[src/rtl/core/bidirectional_flow_table_defines.svh]
// Assertion helpers shared by the flow table RTL.
// Each macro expects clk and rst_n to be visible at the point of use.
`ifndef BIDIRECTIONAL_FLOW_TABLE_DEFINES_SVH
`define BIDIRECTIONAL_FLOW_TABLE_DEFINES_SVH

// Clocked check, muted while reset is asserted.
`define BFT_ASSERT(label, prop, msg) \
    label: assert property (@(posedge clk) disable iff (!rst_n) prop) \
        else $error(msg);

// Same-cycle implication built on the check above.
`define BFT_ASSERT_IMPLY(label, cond, conseq, msg) \
    `BFT_ASSERT(label, (cond) |-> (conseq), msg)

`endif

[src/rtl/core/bft_pkg.sv]
package bft_pkg;

    localparam int FLOW_ENTRIES_DEF = 64;
    localparam int QUEUE_DEPTH      = 2;
    localparam int QPTR_W           = $clog2(QUEUE_DEPTH);
    localparam int QCNT_W           = $clog2(QUEUE_DEPTH + 1);

    localparam int ID_W   = 6;
    localparam int ADDR_W = 32;
    localparam int PORT_W = 16;
    localparam int SIZE_W = 32;

    localparam logic OP_LOOKUP = 1'b0;
    localparam logic OP_UPDATE = 1'b1;

    typedef struct packed {
        logic [ADDR_W-1:0] src_addr;
        logic [ADDR_W-1:0] dst_addr;
        logic [PORT_W-1:0] src_port;
        logic [PORT_W-1:0] dst_port;
    } key_t;

    typedef struct packed {
        logic              is_update;
        key_t              key;
        logic [ID_W-1:0]   target_flow;
        logic [SIZE_W-1:0] buffer_size;
        logic              direction_in;
    } req_t;

    typedef struct packed {
        logic valid;
        req_t req;
    } queue_if_t;

endpackage

[src/rtl/core/bft_front.sv]
`include "bidirectional_flow_table_defines.svh"

module bft_front (
    input  logic                        clk,
    input  logic                        rst_n,
    input  logic                        in_valid,
    output logic                        in_ready,
    input  logic                        opcode,
    input  logic [bft_pkg::ADDR_W-1:0]  src_addr,
    input  logic [bft_pkg::ADDR_W-1:0]  dst_addr,
    input  logic [bft_pkg::PORT_W-1:0]  src_port,
    input  logic [bft_pkg::PORT_W-1:0]  dst_port,
    input  logic [bft_pkg::ID_W-1:0]    target_flow,
    input  logic [bft_pkg::SIZE_W-1:0]  buffer_size,
    input  logic                        direction_in,
    output bft_pkg::queue_if_t          q_out,
    input  logic                        q_pop
);

    bft_pkg::req_t                 slot_reg [bft_pkg::QUEUE_DEPTH];
    logic [bft_pkg::QPTR_W-1:0]    wr_ptr_reg, wr_ptr_next;
    logic [bft_pkg::QPTR_W-1:0]    rd_ptr_reg, rd_ptr_next;
    logic [bft_pkg::QCNT_W-1:0]    fill_reg, fill_next;
    bft_pkg::req_t                 new_req;
    logic                          push;

    // Classify the request and pack it for the back end.
    always_comb
    begin
        new_req.is_update     = (opcode == bft_pkg::OP_UPDATE);
        new_req.key.src_addr  = src_addr;
        new_req.key.dst_addr  = dst_addr;
        new_req.key.src_port  = src_port;
        new_req.key.dst_port  = dst_port;
        new_req.target_flow   = target_flow;
        new_req.buffer_size   = buffer_size;
        new_req.direction_in  = direction_in;
    end

    assign in_ready = (fill_reg != bft_pkg::QCNT_W'(bft_pkg::QUEUE_DEPTH));
    assign push     = in_valid && in_ready;

    always_comb
    begin
        wr_ptr_next = wr_ptr_reg;
        rd_ptr_next = rd_ptr_reg;
        fill_next   = fill_reg;
        if (push)
        begin
            wr_ptr_next = (wr_ptr_reg == bft_pkg::QPTR_W'(bft_pkg::QUEUE_DEPTH - 1)) ?
                          '0 : wr_ptr_reg + 1'b1;
        end
        if (q_pop)
        begin
            rd_ptr_next = (rd_ptr_reg == bft_pkg::QPTR_W'(bft_pkg::QUEUE_DEPTH - 1)) ?
                          '0 : rd_ptr_reg + 1'b1;
        end
        if (push && !q_pop)
        begin
            fill_next = fill_reg + 1'b1;
        end
        else if (!push && q_pop)
        begin
            fill_next = fill_reg - 1'b1;
        end
    end

    always_ff @(posedge clk or negedge rst_n)
    begin
        if (!rst_n)
        begin
            wr_ptr_reg <= '0;
            rd_ptr_reg <= '0;
            fill_reg   <= '0;
        end
        else
        begin
            wr_ptr_reg <= wr_ptr_next;
            rd_ptr_reg <= rd_ptr_next;
            fill_reg   <= fill_next;
        end
    end

    always_ff @(posedge clk)
    begin
        if (push)
        begin
            slot_reg[wr_ptr_reg] <= new_req;
        end
    end

    assign q_out.valid = (fill_reg != '0);
    assign q_out.req   = slot_reg[rd_ptr_reg];

    `BFT_ASSERT_IMPLY(a_pop_nonempty, q_pop, fill_reg != '0, "pop from empty request queue")
    `BFT_ASSERT(a_fill_bound, fill_reg <= bft_pkg::QCNT_W'(bft_pkg::QUEUE_DEPTH),
        "request queue overfilled")

endmodule

[config.mk]
export PLATFORM = sky130hd
export DESIGN_NAME = bft_front
export DESIGN_NICKNAME = d
export VERILOG_FILES = /design/src/rtl/core/bft_pkg.sv /design/src/rtl/core/bft_front.sv
export VERILOG_INCLUDE_DIRS = /design/src /design/src/rtl/core
export SDC_FILE = /design/constraint.sdc
export NUM_CORES = 1
export LEC_CHECK = 0
export ABC_AREA = 1
export BUFFER_PORTS_ARGS = -buffer_cell sky130_fd_sc_hd__buf_4
export CAP_MARGIN = 15
export CORE_ASPECT_RATIO = 0.6
export CORE_MARGIN = 8
export CORE_UTILIZATION = 40
export CTS_CLUSTER_DIAMETER = 200
export DETAILED_ROUTE_END_ITERATION = 12
export SYNTH_ARGS = -nofsm -noshare
export SYNTH_HDL_FRONTEND = slang
export SYNTH_SLANG_ARGS = --single-unit
[constraint.sdc]
create_clock -name clk -period 12.28 [get_ports clk]
set_input_delay 1.228 -clock clk [delete_from_list [all_inputs] [get_ports clk]]
set_output_delay 1.228 -clock clk [all_outputs]
set_load 0.005 [all_outputs]
==> results of run 1 <==
[layer usage]
metal  up-vias  global-route usage (%)
met5         -                       0
met2       175                   22.15
met1      2594                   18.26
met4         0                   2.449
met3        30                   5.280
li1       2361                       -
[area by class of cell]
cell class	count	area (um^2)
clock buffer	38	704.4
clock inverter	7	28.78
fill	2047	11870
inverter	7	26.28
multi-input combinational	151	1630
sequential	276	8272
tap	329	411.6
timing repair buffer	282	2117
[final timing paths]
check | endpoint | depth (start not counted) | startpoint
setup / recovery | q_out[57] | 3 | rd_ptr_reg
hold / removal | wr_ptr_reg | 1 | rst_n
setup reg to reg | slot_reg[0][35] | 5 | fill_reg[0]
hold reg to reg | fill_reg[1] | 2 | fill_reg[1]
max in group asynchronous | rd_ptr_reg | 1 | rst_n
min in group clk | fill_reg[1] | 2 | fill_reg[1]
[logic make-up after synthesis]
kind of cell	synth area share [%]
muxes	15.16
DFF	81.83
xor gates and xnor gates	0.2601
and+or+nand+nor	0.4459
adders and majority gates	0.1238
buffers and inverters	2.180
[Yosys cell counts (all sizes together)]
library cell,number,area [um^2]
nand3,1,5.000
nand4,1,6.260
buf,5,56.30
dfrtp,4,100.1
clkbuf,10,137.6
edfxtp,272,8168
nor2,2,7.510
nand2,7,26.28
xnor2,1,8.760
inv,7,26.28
ha,1,12.51
xor2,2,17.52
mux2,136,1531
[worst max-delay path, cell delays in order, from the launching register on]
cell     delay, ns
dfrtp_4       0.91
buf_4         0.90
mux2_2        0.44
buf_4         0.14
[metrics by stage]
stage          std cells  utilization (%)  hold slack [ns]  instance area (um^2)  power (mW)
2_1_floorplan        449                -           0.4625                 10100       1.891
3_3_place_gp        1045            49.72           0.4757                 12460       2.287
3_5_place_dp        1045            49.72           0.4812                 12460       2.305
4_1_cts             1090            52.64           0.4759                 13190       3.021
5_1_grt             1090            52.64           0.4697                 13190       3.120
6_report            1090            52.64           0.4994                 13190       2.970
[power groups by stage]
stage | Clock (mW) | Combinational [mW] | Sequential (mW)
final | 0.704 | 0.895 | 1.37
after global routing | 0.765 | 0.964 | 1.39
after CTS | 0.729 | 0.919 | 1.37
after detailed placement | 0 | 0.912 | 1.39
after global placement | 0 | 0.907 | 1.38
after floorplan | 0 | 0.505 | 1.39
==> reports/qor.yml, run 1 <==
clock_network:
  cts-buffers-inserted: 25
  clk_pin_slew_ns: 0.06
  hold_buffers: 0
  clock_latency_ns: 0.51
  cts_root_buf: "clkbuf_16"
  clockBufferDepth: 3
  cts_max_level: 1
  cts_tree: "yes"
  clock_sinks: 276
  cts-resized-gates: 0
  cts_setup_buffers: 0
power:
  pwr-share-seq_pct: 46.1
  p_comb_share_pct: 30.1
  peakVddDrop_v: 0.0001049
  power_frac_clock_pct: 23.7
  p_int_mw: 2.173
  p_sw_share_pct: 26.83
  p_leak_nw: 4.903
  net-switching-power_mw: 0.7968
  power_density_nw_per_um2: 225.1
sta:
  slew_headroom_pct: 21.38
  finalSetupViolations: 0
  fin_worst_skew_ns: 0.005383
  fmax_ghz: 0.2308
  period_share_pct: 35.29
  rsz0062_at_grt: "false"
  finalCriticalPeriod_ns: 4.333
  setup_tns_ns: 0
  hold_viol: 0
  setup_slack_ns: 7.947
  drv_slew: 0
  tightest_slew_ns: 1.179
worst_setup_path:
  reg2reg_slack_ns: 9.59
  crit_path_start_kind: "flop"
  cp_max_fo: 81
  endpoint_kind: "output pin"
  worstSetupPathType: "flop to output pin"
  critPathArrivalTime_ns: 3.11
  cp_data_required_time_ns: 11.05
floorplan:
  die_x_um: 221.2
  dieArea_um2: 30770
  die_h_um: 139.1
  ios: 278
  rows: 45
  core_um2: 25060
  start_util_pct: 40.32
routing:
  vias: 5160
  wl_met1_mm: 9.740
  wl_per_cell_um: 20.55
  routed_wl_mm: 22.40
  wl_met3_mm: 2.023
  dr_wl_met2_mm: 10.30
  via_per_inst: 4.734
  top_layer: "met4"
  drtAntennaViolNets: 0
  drt_iter0_markers: 318
  drtPass1Iterations: 5
  remaining_drc_errors: 0
synth:
  ys_ff_latch: 276
  synth_cell_types: 13
  syn_area_um2: 10100
  syn_inst: 449
  synth_nets: 590
  yosys_warnings: 0
  avgSynthCellArea_um2: 22.50
  synth-seq-area-share_pct: 81.83
final_layout:
  largest_reg_flops: 272
  diodes: 0
  final_common_cell: "buf_4"
  area_growth_pct: 30.55
  layout_common_cells: "buf_4 (282), edfxtp_1 (272), mux2_2 (136)"
  drive_above_1_share_pct: 59.26
  fin_nets: 884
global_route:
  grt_use_total_pct: 13.93
  antenna_found_initial: 0
  grt_remaining_overflow: 0
  grt_pass1_vias: 5585
  grt_pass1_wl_mm: 33.67
  grt_max_degree: 82
placement:
  place_hpwl_mm: 15.49
  io_buffers: 277
  gp_congestion: 0.7337
  place_ws_ns: 8.460
hold_path:
  hold_path.class: "input pin to async pin"
flow_run:
  maxCapViolCount: 0
outcome:
  outcome: "finished, final reports clean"
(Power assumes the default switching activity.)
==> inputs of run 2 (changes only) <==
==> constraint.sdc (replaced) <==
create_clock -name clk -period 4.1 [get_ports clk]
set_input_delay 0.41 -clock clk [delete_from_list [all_inputs] [get_ports clk]]
set_output_delay 0.41 -clock clk [all_outputs]
set_load 0.005 [all_outputs]
==> run 2 against run 1 <==
Net effect:
- clock power increased to 3.8 times the previous value
- clock skew increased by 0.0011 ns
- worst setup slack got worse by 6.8 ns
- hold slack got worse by 0.43 ns
- sequential power increased to 3.0 times the previous value
- non-clock buffer count increased by 3
- core utilization increased by 1.1 points
- critical path type unchanged
- largest cell class unchanged
- largest power group unchanged
- highest routed layer is now met5
==> reports/qor.yml, run 2 (synthesis results as in run 1) <==
final_layout:
  fin_nets: 889
  layout_common_cells: "buf_4 (281), edfxtp_1 (272), mux2_2 (136)"
  largest_reg_flops: 272
  post-route-util_pct: 53.79
  area_growth_pct: 33.39
  diodes: 0
  drive_above_1_share_pct: 60.57
  final_common_cell: "buf_4"
  fin_area_um2: 13480
  final_cells: 1095
sta:
  period_share_pct: 72.89
  slew_headroom_pct: 42.95
  fmax_ghz: 0.3346
  hold_viol: 0
  rsz0062_at_grt: "false"
  fin_worst_skew_ns: 0.006496
  tightest_slew_ns: 0.8538
  drv_slew: 0
  finalSetupViolations: 0
  finalCriticalPeriod_ns: 2.988
floorplan:
  start_util_pct: 40.32
  core_um2: 25060
  dieArea_um2: 30770
  die_x_um: 221.2
  die_h_um: 139.1
  ios: 278
  rows: 45
global_route:
  grt_pass1_wl_mm: 34.37
  antenna_found_initial: 2
  grt_max_degree: 83
  grt_use_total_pct: 14.28
  grt_remaining_overflow: 0
  grt_pass1_vias: 5765
clock_network:
  clk_pin_slew_ns: 0.07
  cts-resized-gates: 0
  cts_tree: "yes"
  clock_sinks: 276
  clock_latency_ns: 0.52
  cts_root_buf: "clkbuf_16"
  clockBufferDepth: 3
  cts-buffers-inserted: 27
  cts_max_level: 1
placement:
  gp_congestion: 0.7588
  io_buffers: 277
  place_area_um2: 12510
  dp.cells: 1047
  place_hpwl_mm: 15.91
hold_path:
  min-delay-start: "target_flow[5]"
  min_path_cells: 1
  whs_endpoint: "slot_reg[0][38]"
  hold_path.class: "input pin to flop"
routing:
  drtAntennaViolNets: 0
  routed_wl_mm: 22.86
  remaining_drc_errors: 0
  wl_per_cell_um: 20.88
  drt_iter0_markers: 308
  via_per_inst: 4.711
  wl_met1_mm: 9.822
  vias: 5158
  dr_wl_met2_mm: 10.34
  drtPass1Iterations: 4
  wl_met3_mm: 2.368
  top_layer: "met5"
power:
  net-switching-power_mw: 2.474
  p_leak_nw: 5.026
  p_int_mw: 6.992
  p_sw_share_pct: 26.14
  power_density_nw_per_um2: 702.4
  power_frac_clock_pct: 28.1
  pwr-share-seq_pct: 43.3
  power.total_mw: 9.467
  p_comb_share_pct: 28.5
  peakVddDrop_v: 0.0003586
outcome:
  outcome: "finished, final reports clean"
worst_setup_path:
  reg2reg_depth: 5
  crit_chain: "buf_12 -> mux2_2 -> buf_4"
  timing.rr.start: "fill_reg[0]"
  crit_path_start_kind: "flop"
  critPathSlowestCell: "dfrtp_4"
  critPathArrivalTime_ns: 2.58
  reg2reg_slack_ns: 1.81
  cp_data_required_time_ns: 3.69
  cp_slowest_stage_delay_ns: 0.93
  worstSetupPathType: "flop to output pin"
  endpoint_kind: "output pin"
  r2r-end: "slot_reg[1][52]"
  cp_max_fo: 82
flow_run:
  maxCapViolCount: 0
run 2: changes by cell type in the layout (fill, tap and decap cells not counted), sizes merged:
cell | previous run | this run
clkbuf | 38 | 28
bufinv | 0 | 7
clkinvlp | 0 | 4
inv | 7 | 8
dlygate4sd3 | 0 | 1
buf | 282 | 284
run 2: power by group through the flow:
stage	clock, mW	sequential (mW)	combinational, mW
5_1_grt	2.84	4.16	2.91
3_5_place_dp	0	4.17	2.77
3_3_place_gp	0	4.14	2.73
2_1_floorplan	0	4.08	1.52
6_report	2.66	4.10	2.70
4_1_cts	2.74	4.11	2.78
run 2: timing repair:
item                      in CTS  in global routing
hold buffers                   1                  0
hold endpoints to repair       4                  0
setup buffers                  0                  0
run 2: worst max path at each step:
stage	startpoint	endpoint	slack, ns
global route	rd_ptr_reg	q_out[39]	0.99
global placement	rd_ptr_reg	q_out[134]	1.67
CTS	rd_ptr_reg	q_out[54]	1.06
floorplan	fill_reg[0]	slot_reg[0][0]	-0.53
finish	rd_ptr_reg	q_out[39]	1.11
detailed placement	rd_ptr_reg	q_out[54]	1.65
run 2: per-stage QoR:
step           hold slack (ns)  setup TNS (ns)  setup WS (ns)
3_5_place_dp            0.2115               0          1.649
2_1_floorplan           0.1144         -143.17        -0.5265
5_1_grt                0.03441               0         0.9917
4_1_cts                0.03102               0          1.062
3_3_place_gp            0.2074               0          1.667
6_report               0.06973               0          1.112
run 2: cell type report:
class                      instances  area, um^2
clock buffer                      28       679.4
tap                              329       411.6
fill                            1955       11580
multi-input combinational        151        1630
inverter                           7       26.28
timing repair buffer             285        2180
sequential                       276        8272
clock inverter                    19       277.8
run 2: per-layer routing:
layer  vias to the layer above  track usage (%)
met5                         -                0
met1                      2561            18.49
met2                       198            22.23
li1                       2363                -
met3                        32            6.357
met4                         4            2.519
run 2: worst max-delay path, delay by kind of cell (launching register included):
| family | cells | cell delay, ns |
|---|---|---|
| DFF | 1 | 0.93 |
| buffers and inverters | 2 | 0.58 |
| muxes | 1 | 0.42 |
==> inputs of run 3 (changes only) <==
==> constraint.sdc (replaced) <==
create_clock -name clk -period 3.1 [get_ports clk]
set_input_delay 0.31 -clock clk [delete_from_list [all_inputs] [get_ports clk]]
set_output_delay 0.31 -clock clk [all_outputs]
set_load 0.005 [all_outputs]
==> run 3 against run 2 <==
Net effect:
- non-clock buffer count is 136 higher
- sequential share of layout area is 5.4 points lower
- register-to-register slack worse by 0.52 ns
- via count is 9.9% higher
- critical path depth stayed put
- hold slack better by 0.10 ns
- critical path type unchanged
- largest power group unchanged
==> reports/qor.yml, run 3 (synthesis results as in run 1) <==
outcome:
  outcome: "finished, final reports clean"
clock_network:
  cts_tree: "yes"
  clockBufferDepth: 3
  cts_root_buf: "clkbuf_16"
  cts_setup_buffers: 0
  clock_latency_ns: 0.53
  cts_max_level: 1
  hold_buffers: 138
  cts-buffers-inserted: 26
  clk_pin_slew_ns: 0.07
  clock_sinks: 276
  cts-resized-gates: 0
routing:
  wl_per_cell_um: 19.08
  via_per_inst: 4.601
  routed_wl_mm: 23.51
  drtAntennaViolNets: 0
  drtPass1Iterations: 4
  vias: 5668
  remaining_drc_errors: 0
  drt_iter0_markers: 349
power:
  net-switching-power_mw: 3.309
  p_comb_share_pct: 30.5
  power_frac_clock_pct: 26.1
  p_int_mw: 9.129
  p_leak_nw: 5.569
  p_sw_share_pct: 26.60
  peakVddDrop_v: 0.0004333
  pwr-share-seq_pct: 43.4
  power.total_mw: 12.44
  power_density_nw_per_um2: 841.4
hold_path:
  min-delay-start: "in_valid"
  hold_path.class: "input pin to flop"
floorplan:
  die_h_um: 139.1
  ios: 278
  die_x_um: 221.2
  core_um2: 25060
  rows: 45
  dieArea_um2: 30770
  start_util_pct: 40.32
worst_setup_path:
  endpoint_kind: "output pin"
  endpoint: "q_out[0]"
  cp_top_family: "flip-flops"
  crit_chain: "buf_12 -> mux2_2 -> buf_4"
  cp_slowest_stage_delay_ns: 0.82
  cp_data_required_time_ns: 2.79
  reg2reg_depth: 5
  critPathArrivalTime_ns: 2.30
  worstSetupPathType: "flop to output pin"
  timing.rr.start: "fill_reg[0]"
  cp_max_fo: 54
  cp.depth: 3
  reg2reg_slack_ns: 1.29
  r2r-end: "slot_reg[0][105]"
  crit_path_start_kind: "flop"
  critPathSlowestCell: "dfrtp_4"
  crit_buf_inv: 2
  critPathLaunch: "rd_ptr_reg"
global_route:
  grt_pass1_wl_mm: 36.69
  grt_pass1_vias: 6520
  grt_max_degree: 105
  grt_remaining_overflow: 0
  antenna_found_initial: 2
  grt_use_total_pct: 14.87
sta:
  drv_slew: 0
  slew_headroom_pct: 50.01
  hold_viol: 0
  setup_tns_ns: 0
  period_share_pct: 84.08
  tightest_slew_ns: 0.7498
  finalSetupViolations: 0
  fmax_ghz: 0.3836
  rsz0062_at_grt: "false"
  fin_worst_skew_ns: 0.01255
  finalCriticalPeriod_ns: 2.607
  fin_hold_ws_ns: 0.1747
placement:
  place_hpwl_mm: 15.19
  gp_congestion: 0.7405
  place_area_um2: 12520
  dp.cells: 1046
  io_buffers: 277
final_layout:
  final_common_cell: "buf_4"
  layout_common_cells: "buf_4 (279), edfxtp_1 (272), dlygate4sd3_1 (138)"
  fin_area_um2: 14780
  fin_nets: 1024
  largest_reg_flops: 272
  drive_above_1_share_pct: 51.50
  final_cells: 1232
  area_growth_pct: 46.32
flow_run:
  maxCapViolCount: 0
[run 3: cell count changes in the layout (fill, tap and decap cells not counted), moves of 2 or more]
cell	before	now
dlygate4sd3_1	1	138
buf_4	281	279
diode_2	0	2
bufinv_16	7	4
clkinv_2	2	5
[run 3: final cells by class]
type	instances	area [um^2]
inverters	7	26.28
repair buffers	421	3556
diodes	2	5.005
clock inverters	18	200.2
fillers	1854	10270
well taps	329	411.6
clock buffers	28	679.4
multi-input cells	151	1633
flip-flops and latches	276	8272
[run 3: routing by layer]
layer,GRT usage (%),part of all wire (%),routed length (um)
met4,3.814,2.0,480
met1,18.15,41,9739
met3,5.660,8.2,1918
met2,24.69,48,11370
met5,0,0,0
[run 3: worst register-to-register path, cell delays in order (launching register included)]
cell and delay (ns):
dfrtp_1 0.38, inv_1 0.08, nand2_1 0.10, nand2_2 0.12
nor2_4 0.16, buf_12 0.36
[run 3: worst min path at each step]
stage,to,slack (ns),depth (start not counted)
global placement,wr_ptr_reg,0.11,1
detailed placement,fill_reg[0],0.11,1
CTS,rd_ptr_reg,0.13,2
floorplan,fill_reg[0],0.01,0
finish,wr_ptr_reg,0.17,3
global route,wr_ptr_reg,0.15,3
[run 3: power by group through the flow]
stage          registers [mW]  clock network [mW]  logic [mW]
3_5_place_dp             5.48                   0        3.70
3_3_place_gp             5.44                   0        3.66
4_1_cts                  5.41                3.34        3.87
5_1_grt                  5.47                3.49        4.08
2_1_floorplan            5.34                   0        2.02
6_report                 5.40                3.24        3.79
[run 3: metrics by stage]
| step | worst slack, ns | utilization, % |
|---|---|---|
| floorplan | 0.001031 | - |
| global placement | 1.047 | 49.96 |
| detailed placement | 1.022 | 49.96 |
| CTS | 0.4364 | 58.98 |
| global route | 0.3743 | 59.00 |
| finish | 0.4934 | 59.00 |
